File: src/rtl/rlt_pkg.sv
// rlt_pkg: shared types and codes for the reference lifecycle tracker
// no dependencies; imported by rlt_lifecycle and reference_lifecycle_tracker
package rlt_pkg;

  localparam int COUNT_BITS_DEF = 16;
  localparam int AMOUNT_BITS    = 16;

  // command codes
  localparam logic [2:0] CMD_ADD_GC    = 3'd0;
  localparam logic [2:0] CMD_REM_GC    = 3'd1;
  localparam logic [2:0] CMD_ADD_VALID = 3'd2;
  localparam logic [2:0] CMD_REM_VALID = 3'd3;
  localparam logic [2:0] CMD_ADD_RES   = 3'd4;
  localparam logic [2:0] CMD_REM_RES   = 3'd5;

  // notice codes
  localparam logic [2:0] NOTE_NONE       = 3'd0;
  localparam logic [2:0] NOTE_ACTIVATE   = 3'd1;
  localparam logic [2:0] NOTE_VALIDATE   = 3'd2;
  localparam logic [2:0] NOTE_INVALIDATE = 3'd3;
  localparam logic [2:0] NOTE_DEACTIVATE = 3'd4;

  // status codes
  localparam logic [1:0] STAT_OK        = 2'd0;
  localparam logic [1:0] STAT_UNDERFLOW = 2'd1;
  localparam logic [1:0] STAT_OVERFLOW  = 2'd2;
  localparam logic [1:0] STAT_DELETED   = 2'd3;

  // lifecycle states; pending states are only passed through within one command
  localparam logic [2:0] ST_INACTIVE       = 3'd0;
  localparam logic [2:0] ST_ACTIVE_INVALID = 3'd1;
  localparam logic [2:0] ST_VALID          = 3'd2;
  localparam logic [2:0] ST_DELETED        = 3'd7;

  typedef struct packed {
    logic [2:0]             cmd;
    logic [AMOUNT_BITS-1:0] amount;
  } in_item_t;

  typedef struct packed {
    logic [2:0] notice;
    logic       last_of_run;
    logic       deleted_now;
    logic [1:0] status;
    logic [2:0] life_state;
  } out_item_t;

  // all results of one command, emitted one per cycle while out_ready is high
  typedef struct packed {
    logic [2:0] note0;
    logic [2:0] note1;
    logic [1:0] n_notes;
    logic       deleted;
    logic [1:0] status;
    logic [2:0] life;
  } bundle_t;

endpackage

File: src/rtl/rlt_lifecycle.sv
// rlt_lifecycle: one command applied to the counters and lifecycle state
// combinational; depends on rlt_pkg
module rlt_lifecycle #(
  parameter int COUNT_BITS = rlt_pkg::COUNT_BITS_DEF
) (
  input  rlt_pkg::in_item_t  item,
  input  logic [COUNT_BITS-1:0] gc_cnt,
  input  logic [COUNT_BITS-1:0] valid_cnt,
  input  logic [COUNT_BITS-1:0] res_cnt,
  input  logic [2:0]            life,
  output logic [COUNT_BITS-1:0] gc_cnt_nxt,
  output logic [COUNT_BITS-1:0] valid_cnt_nxt,
  output logic [COUNT_BITS-1:0] res_cnt_nxt,
  output logic [2:0]            life_nxt,
  output rlt_pkg::bundle_t      bundle
);
  import rlt_pkg::*;

  localparam int W = ((COUNT_BITS > AMOUNT_BITS) ? COUNT_BITS : AMOUNT_BITS) + 1;

  // saturating add or remove; returns {status, new count}
  function automatic logic [COUNT_BITS+1:0] bump(input logic [COUNT_BITS-1:0] ctr,
                                                input logic [AMOUNT_BITS-1:0] amt,
                                                input logic add);
    logic [W-1:0] c_ext;
    logic [W-1:0] a_ext;
    logic [W-1:0] m_ext;
    logic [W-1:0] sum;
    c_ext = W'(ctr);
    a_ext = W'(amt);
    m_ext = W'({COUNT_BITS{1'b1}});
    sum   = c_ext + a_ext;
    if (add) begin
      if (sum > m_ext) return {STAT_OVERFLOW, {COUNT_BITS{1'b1}}};
      return {STAT_OK, sum[COUNT_BITS-1:0]};
    end
    if (a_ext > c_ext) return {STAT_UNDERFLOW, {COUNT_BITS{1'b0}}};
    return {STAT_OK, COUNT_BITS'(c_ext - a_ext)};
  endfunction

  logic [COUNT_BITS+1:0] bres;
  logic                  g;
  logic                  v;
  logic [2:0]            tgt;

  always_comb begin
    gc_cnt_nxt     = gc_cnt;
    valid_cnt_nxt  = valid_cnt;
    res_cnt_nxt    = res_cnt;
    life_nxt       = life;
    bundle         = '0;
    bundle.note0   = NOTE_NONE;
    bundle.note1   = NOTE_NONE;
    bundle.status  = STAT_OK;
    bres           = '0;
    g              = 1'b0;
    v              = 1'b0;
    tgt            = ST_INACTIVE;

    if (life == ST_DELETED) begin
      bundle.status = STAT_DELETED;
    end else begin
      unique case (item.cmd)
        CMD_ADD_GC, CMD_REM_GC, CMD_ADD_VALID, CMD_REM_VALID: begin
          if (item.cmd == CMD_ADD_GC || item.cmd == CMD_REM_GC) begin
            bres       = bump(gc_cnt, item.amount, item.cmd == CMD_ADD_GC);
            gc_cnt_nxt = bres[COUNT_BITS-1:0];
          end else begin
            bres          = bump(valid_cnt, item.amount, item.cmd == CMD_ADD_VALID);
            valid_cnt_nxt = bres[COUNT_BITS-1:0];
          end
          bundle.status = bres[COUNT_BITS+1:COUNT_BITS];
          g = |gc_cnt_nxt;
          v = |valid_cnt_nxt;
          // the machine settles where the two counters point unless the object is deleted
          tgt = v ? ST_VALID : (g ? ST_ACTIVE_INVALID : ST_INACTIVE);
          case (life)
            ST_INACTIVE: begin
              if (g || v) begin
                bundle.note0   = NOTE_ACTIVATE;
                bundle.note1   = NOTE_VALIDATE;
                bundle.n_notes = v ? 2'd2 : 2'd1;
              end
            end
            ST_ACTIVE_INVALID: begin
              if (v) begin
                bundle.note0   = NOTE_VALIDATE;
                bundle.n_notes = 2'd1;
              end else if (!g) begin
                bundle.note0   = NOTE_DEACTIVATE;
                bundle.n_notes = 2'd1;
              end
            end
            ST_VALID: begin
              if (!v) begin
                bundle.note0   = NOTE_INVALIDATE;
                bundle.note1   = NOTE_DEACTIVATE;
                bundle.n_notes = g ? 2'd1 : 2'd2;
              end
            end
            default: begin
            end
          endcase
          bundle.deleted = !g && !v && (res_cnt == '0);
          life_nxt       = bundle.deleted ? ST_DELETED : tgt;
        end
        CMD_ADD_RES, CMD_REM_RES: begin
          bres          = bump(res_cnt, item.amount, item.cmd == CMD_ADD_RES);
          res_cnt_nxt   = bres[COUNT_BITS-1:0];
          bundle.status = bres[COUNT_BITS+1:COUNT_BITS];
          if (item.cmd == CMD_REM_RES) begin
            bundle.deleted = (life == ST_INACTIVE) && (res_cnt_nxt == '0) &&
                             (gc_cnt == '0) && (valid_cnt == '0);
          end
          if (bundle.deleted) life_nxt = ST_DELETED;
        end
        default: begin
        end
      endcase
    end
    bundle.life = life_nxt;
  end

endmodule

File: src/rtl/reference_lifecycle_tracker.sv
// reference_lifecycle_tracker: top level, input register, state and result sequencer
// depends on rlt_pkg and rlt_lifecycle
//
// Usage:
//   Commands enter on in_valid/in_ready/in_data (cmd, amount); results leave on
//   out_valid/out_ready/out_data. Each command gives zero to two notices and then
//   one final result with last_of_run set, one per cycle while out_ready is high.
//   A command waits in the input register, is applied to the counters and
//   lifecycle state when it moves to the result register, and its results
//   are offered from the result register.
//   Throughput: a command occupies the result register until its 1 to 3 results
//   have transferred; the next command is loaded in the cycle its predecessor's
//   final result transfers, so single-result commands flow at one per cycle
//   while out_ready is high. The result register's count of results sets the rate.
//   When out_ready is low the result register holds, the input register fills
//   and in_ready drops; nothing is lost.
//   Reset (rst_n low, synchronous) clears all counters, sets the lifecycle to
//   inactive and empties both registers.
module reference_lifecycle_tracker #(
  parameter int COUNT_BITS = rlt_pkg::COUNT_BITS_DEF
) (
  input  logic               clk,
  input  logic               rst_n,
  input  logic               in_valid,
  output logic               in_ready,
  input  rlt_pkg::in_item_t  in_data,
  output logic               out_valid,
  input  logic               out_ready,
  output rlt_pkg::out_item_t out_data
);
  import rlt_pkg::*;

  logic                  in_vld_r;
  in_item_t              in_item_r;
  logic                  bnd_vld_r;
  bundle_t               bnd_r;
  logic [1:0]            idx_r;
  logic [COUNT_BITS-1:0] gc_r;
  logic [COUNT_BITS-1:0] valid_r;
  logic [COUNT_BITS-1:0] res_r;
  logic [2:0]            life_r;

  logic [COUNT_BITS-1:0] gc_nxt;
  logic [COUNT_BITS-1:0] valid_nxt;
  logic [COUNT_BITS-1:0] res_nxt;
  logic [2:0]            life_nxt;
  bundle_t               bnd_nxt;

  logic is_last;
  logic out_xfer;
  logic load;

  rlt_lifecycle #(
    .COUNT_BITS(COUNT_BITS)
  ) u_life (
    .item          (in_item_r),
    .gc_cnt        (gc_r),
    .valid_cnt     (valid_r),
    .res_cnt       (res_r),
    .life          (life_r),
    .gc_cnt_nxt    (gc_nxt),
    .valid_cnt_nxt (valid_nxt),
    .res_cnt_nxt   (res_nxt),
    .life_nxt      (life_nxt),
    .bundle        (bnd_nxt)
  );

  assign is_last  = (idx_r == bnd_r.n_notes);
  assign out_xfer = out_valid && out_ready;
  // result register frees when its final result transfers
  assign load     = in_vld_r && (!bnd_vld_r || (out_xfer && is_last));
  assign in_ready = !in_vld_r || load;

  assign out_valid = bnd_vld_r;
  always_comb begin
    out_data             = '0;
    out_data.notice      = NOTE_NONE;
    if (!is_last) out_data.notice = (idx_r == 2'd0) ? bnd_r.note0 : bnd_r.note1;
    out_data.last_of_run = is_last;
    out_data.deleted_now = is_last && bnd_r.deleted;
    out_data.status      = bnd_r.status;
    out_data.life_state  = bnd_r.life;
  end

  always_ff @(posedge clk) begin
    if (!rst_n) begin
      in_vld_r  <= 1'b0;
      bnd_vld_r <= 1'b0;
      idx_r     <= 2'd0;
      gc_r      <= '0;
      valid_r   <= '0;
      res_r     <= '0;
      life_r    <= ST_INACTIVE;
    end else begin
      if (in_ready) in_vld_r <= in_valid;
      if (load) begin
        bnd_vld_r <= 1'b1;
        idx_r     <= 2'd0;
        gc_r      <= gc_nxt;
        valid_r   <= valid_nxt;
        res_r     <= res_nxt;
        life_r    <= life_nxt;
      end else if (out_xfer) begin
        if (is_last) begin
          bnd_vld_r <= 1'b0;
          idx_r     <= 2'd0;
        end else begin
          idx_r <= idx_r + 2'd1;
        end
      end
    end
  end

  always_ff @(posedge clk) begin
    if (in_ready && in_valid) in_item_r <= in_data;
    if (load) bnd_r <= bnd_nxt;
  end

  // lifecycle only rests in a stable state or deleted between commands
  a_stable_state: assert property (@(posedge clk) disable iff (!rst_n)
    life_r == ST_INACTIVE || life_r == ST_ACTIVE_INVALID ||
    life_r == ST_VALID || life_r == ST_DELETED)
    else $error("lifecycle register holds a pending state");

  // deletion is permanent
  a_deleted_sticks: assert property (@(posedge clk) disable iff (!rst_n)
    life_r == ST_DELETED |=> life_r == ST_DELETED)
    else $error("object left the deleted state");

  // result index never runs past the final result
  a_idx_bound: assert property (@(posedge clk) disable iff (!rst_n)
    bnd_vld_r |-> idx_r <= bnd_r.n_notes)
    else $error("result index past final result");

  // deletion is reported only on a final result and in the deleted state
  a_del_final: assert property (@(posedge clk) disable iff (!rst_n)
    out_valid && out_data.deleted_now |->
      out_data.last_of_run && out_data.life_state == ST_DELETED)
    else $error("deleted_now on a notice or outside deleted state");

endmodule
File: config.mk
export PLATFORM = sky130hd
export DESIGN_NAME = reference_lifecycle_tracker
export DESIGN_NICKNAME = d
export VERILOG_FILES = /design/src/rtl/rlt_pkg.sv /design/src/rtl/rlt_lifecycle.sv /design/src/rtl/reference_lifecycle_tracker.sv
export SDC_FILE = /design/constraint.sdc
export NUM_CORES = 1
export LEC_CHECK = 0
export BUFFER_PORTS_ARGS = -buffer_cell sky130_fd_sc_hd__buf_2
export CORE_UTILIZATION = 69
export CTS_CLUSTER_DIAMETER = 60
export CTS_CLUSTER_SIZE = 20
export DETAILED_ROUTE_END_ITERATION = 12
export PLACE_DENSITY = 0.84
export SYNTH_ARGS = -nofsm -noshare
export SYNTH_HDL_FRONTEND = slang
export SYNTH_SLANG_ARGS = --single-unit
File: constraint.sdc
create_clock -name clk -period 7.65 [get_ports clk]
set_clock_uncertainty 0.05 [all_clocks]
set_input_delay 1.53 -clock clk [delete_from_list [all_inputs] [get_ports clk]]
set_output_delay 1.53 -clock clk [all_outputs]
set_load 0.01 [all_outputs]
==> run summary <==
IO Count - 35
Post-synth net total - 1365
Async SR Flop Fraction - 0
CP Launch Type - flip-flop
Total congestion overflow - 0
Synth area leaders - ha_1, dfxtp_1, edfxtp_1
Ant. Diodes - 0
Die X - 120 um
Antenna-violating nets left - 0
Crit end category - flip-flop
Most frequent cells in the layout - nor2_1, a21oi_1, ha_1, nand2_1, inv_1
Maximum vdd ir drop - 0.139 mV
Crit path buf inv count - 1
Layout Nets - 1351
Part of the Yosys area used for sequential elements - 0.216
Residual DRC - 0
Reg clk slew, reported paths - 0.07 ns
Post-synth EDFFs - 32
GPL Wtd Cong - 1.06
Distinct cells, synth - 88
Num Clock Sinks - 87
Pins over their slew limit - 0
Slowest CP cell - nor4bb_1
Vias in the first global route - 9700
Number of cell rows - 42
Layout cells sized above 1 - 0.0699
Worst path required time - 7.82 ns
Core Footprint - 0.0133 mm2
Worst-path fanout max - 13
Avg Inst Size Synth - 7.69 um2
Worst hold path type - flip-flop to flip-flop
RSZ-0062 raised after global routing - false
Area of all placed cells without fillers - 0.00997 mm2
Placed Area - 0.00969 mm2
Hold_ws - 0.458 ns
# Max-Cap Violations - 0
Area leader, netlist - ha_1
Maximum clock frequency - 188 MHz
Setup total negative slack - 0 ns
Worst-margin pin slew - 1.09 ns
Initial antenna violation count - 0
Final wirelength - 34700 um
Post-CTS Setup Bufs - 0
CTS root buffer - clkbuf_16
Cts bufs inserted - 9
First-pass GRT wire length - 54000 um
Worst slew margin - 0.257
Hpwl dp - 26000 um
WP data arrival - 5.49 ns
Via density - 7.53
Final hold viol count - 0
Dominant synthesized flop cell - dfxtp_1
Critical path's top delay family - compound AO/OA/AOI/OAI gates
Yosys synthesis warning count - 0
Clock latency on the worst-skew pair - 0.35 ns
Largest net degree at the start of global routing - 37
Commonest non-fill, non-tap cell in the layout - nor2_1
Setup-failing EPs final - 0
FF+latch count, synth - 87
Starting Density - 0.714
Synthesized area - 0.00953 mm2
Hold Buf Count CTS - 0
CP Class - flip-flop to flip-flop
Worst path cell trace - ha_1 -> inv_1 -> fa_1 -> a211oi_1 -> or4_1 -> a21oi_1 -> o32a_1 -> nor2b_1 -> a221oi_1 -> nor4bb_1 -> nand3_1 -> o41ai_1 -> and2_1
Area fraction of the dominant cell type after synthesis - 0.127
LEAKAGE - 4.18 nW
Layout Area Growth over Synthesis - 4.61%
Fin crit share - 0.694
WL/cell - 24.7 um
Clk buf depth - 2
Post-layout min period - 5.31 ns
Slowest stage delay, CP - 0.66 ns
Die height - 120 um
Status - complete, no violations
First-pass DRT Iterations - 7
CTS tree - done
PortBufs - 34
GRT Overall Usage - 0.490
Iteration-0 DRC Markers - 1948
Routed vias - 10600
H-tree Lvls - 3
Cts repair resizes - 0
Power Dens Cells - 141 mW/mm2
Synth Instances - 1239
Die area - 0.0143 mm2
==> worst paths after layout <==
path / startpoint / endpoint / slack [ns] / cells after the start
worst max register to register: in_item_r[0] / bnd_r[5] / 2.34 / 13
worst min register to register: res_r[14] / res_r[14] / 0.46 / 2
worst min-delay path: res_r[14] / res_r[14] / 0.46 / 2
worst max-delay path: in_item_r[0] / bnd_r[5] / 2.34 / 13
==> stage by stage <==
| step | utilization | power (mW) | worst slack, ns | std cells |
|---|---|---|---|---|
| after CTS | 0.747 | 1.38 | 2.54 | 1406 |
| final | 0.747 | 1.41 | 2.34 | 1406 |
| after floorplan | - | 0.834 | 3.51 | 1239 |
| after global routing | 0.747 | 1.45 | 2.08 | 1406 |
| after global placement | 0.726 | 0.949 | 2.75 | 1390 |
| after detailed placement | 0.726 | 0.955 | 2.68 | 1390 |
==> tightest hold or removal path: stages (launching register included) <==
cell and delay (ns):
dfxtp_1 0.34, nand2_1 0.07, a21oi_1 0.05
==> report_power, final <==
group	internal [mW]	total, mW	switching [mW]	leakage, nW
sequential	0.502	0.541	0.0387	0.753
combinational	0.148	0.431	0.283	3.29
clock	0.224	0.435	0.211	0.132
total	0.874	1.41	0.533	4.18
==> sequential cells by signal, indices dropped and copies added (netlist names) <==
name	cells
life_r	3
valid_r	16
idx_r	2
in_item_r	19
in_vld_r	1
bnd_r	8
out_valid	1
res_r	16
gc_r	16
out_data	5
==> routing by layer <==
| metal | part of all wire | GRT usage | vias to the layer above |
|---|---|---|---|
| met2 | 0.42 | 0.742 | 933 |
| met5 | 0 | 0 | - |
| li1 | - | - | 4599 |
| met1 | 0.37 | 0.644 | 4833 |
| met3 | 0.14 | 0.119 | 220 |
| met4 | 0.064 | 0.260 | 0 |
==> logic make-up after synthesis <==
| kind of cell | after synthesis | synth area share |
|---|---|---|
| buffers and inverters | 144 | 0.0611 |
| muxes | 12 | 0.0126 |
| AOI/OAI and AO/OA | 414 | 0.301 |
| and+or+nand+nor | 440 | 0.233 |
| xor gates and xnor gates | 39 | 0.0359 |
| DFF | 87 | 0.216 |
| adders and majority gates | 103 | 0.140 |
==> area by class of cell <==
cell class / instances / area [um2]
sequential: 87 / 2060
clock buffer: 9 / 225
timing repair buffer: 40 / 215
fill: 1077 / 3380
multi-input combinational: 1008 / 6890
tap: 176 / 220
inverter: 79 / 297
clock inverter: 7 / 56.3
==> synthesized netlist by cell type (11+ instances only) <==
cell type	count
nor2_1	123
a21oi_1	103
ha_1	97
nand2_1	92
inv_1	75
o21ai_0	65
dfxtp_1	55
clkbuf_1	51
nor3_1	40
nor4_1	33
xnor2_1	33
edfxtp_1	32
a211oi_1	29
nand3_1	22
a21o_1	21
a31oi_1	21
nand2b_1	19
nor2b_1	17
and2_1	15
o211ai_1	15
o21a_1	14
nand4_1	13
and3_1	12
mux2i_1	12
a221oi_1	11
o21bai_1	11
o31ai_1	11
No activity file was read; power rests on OpenSTA's default activity.
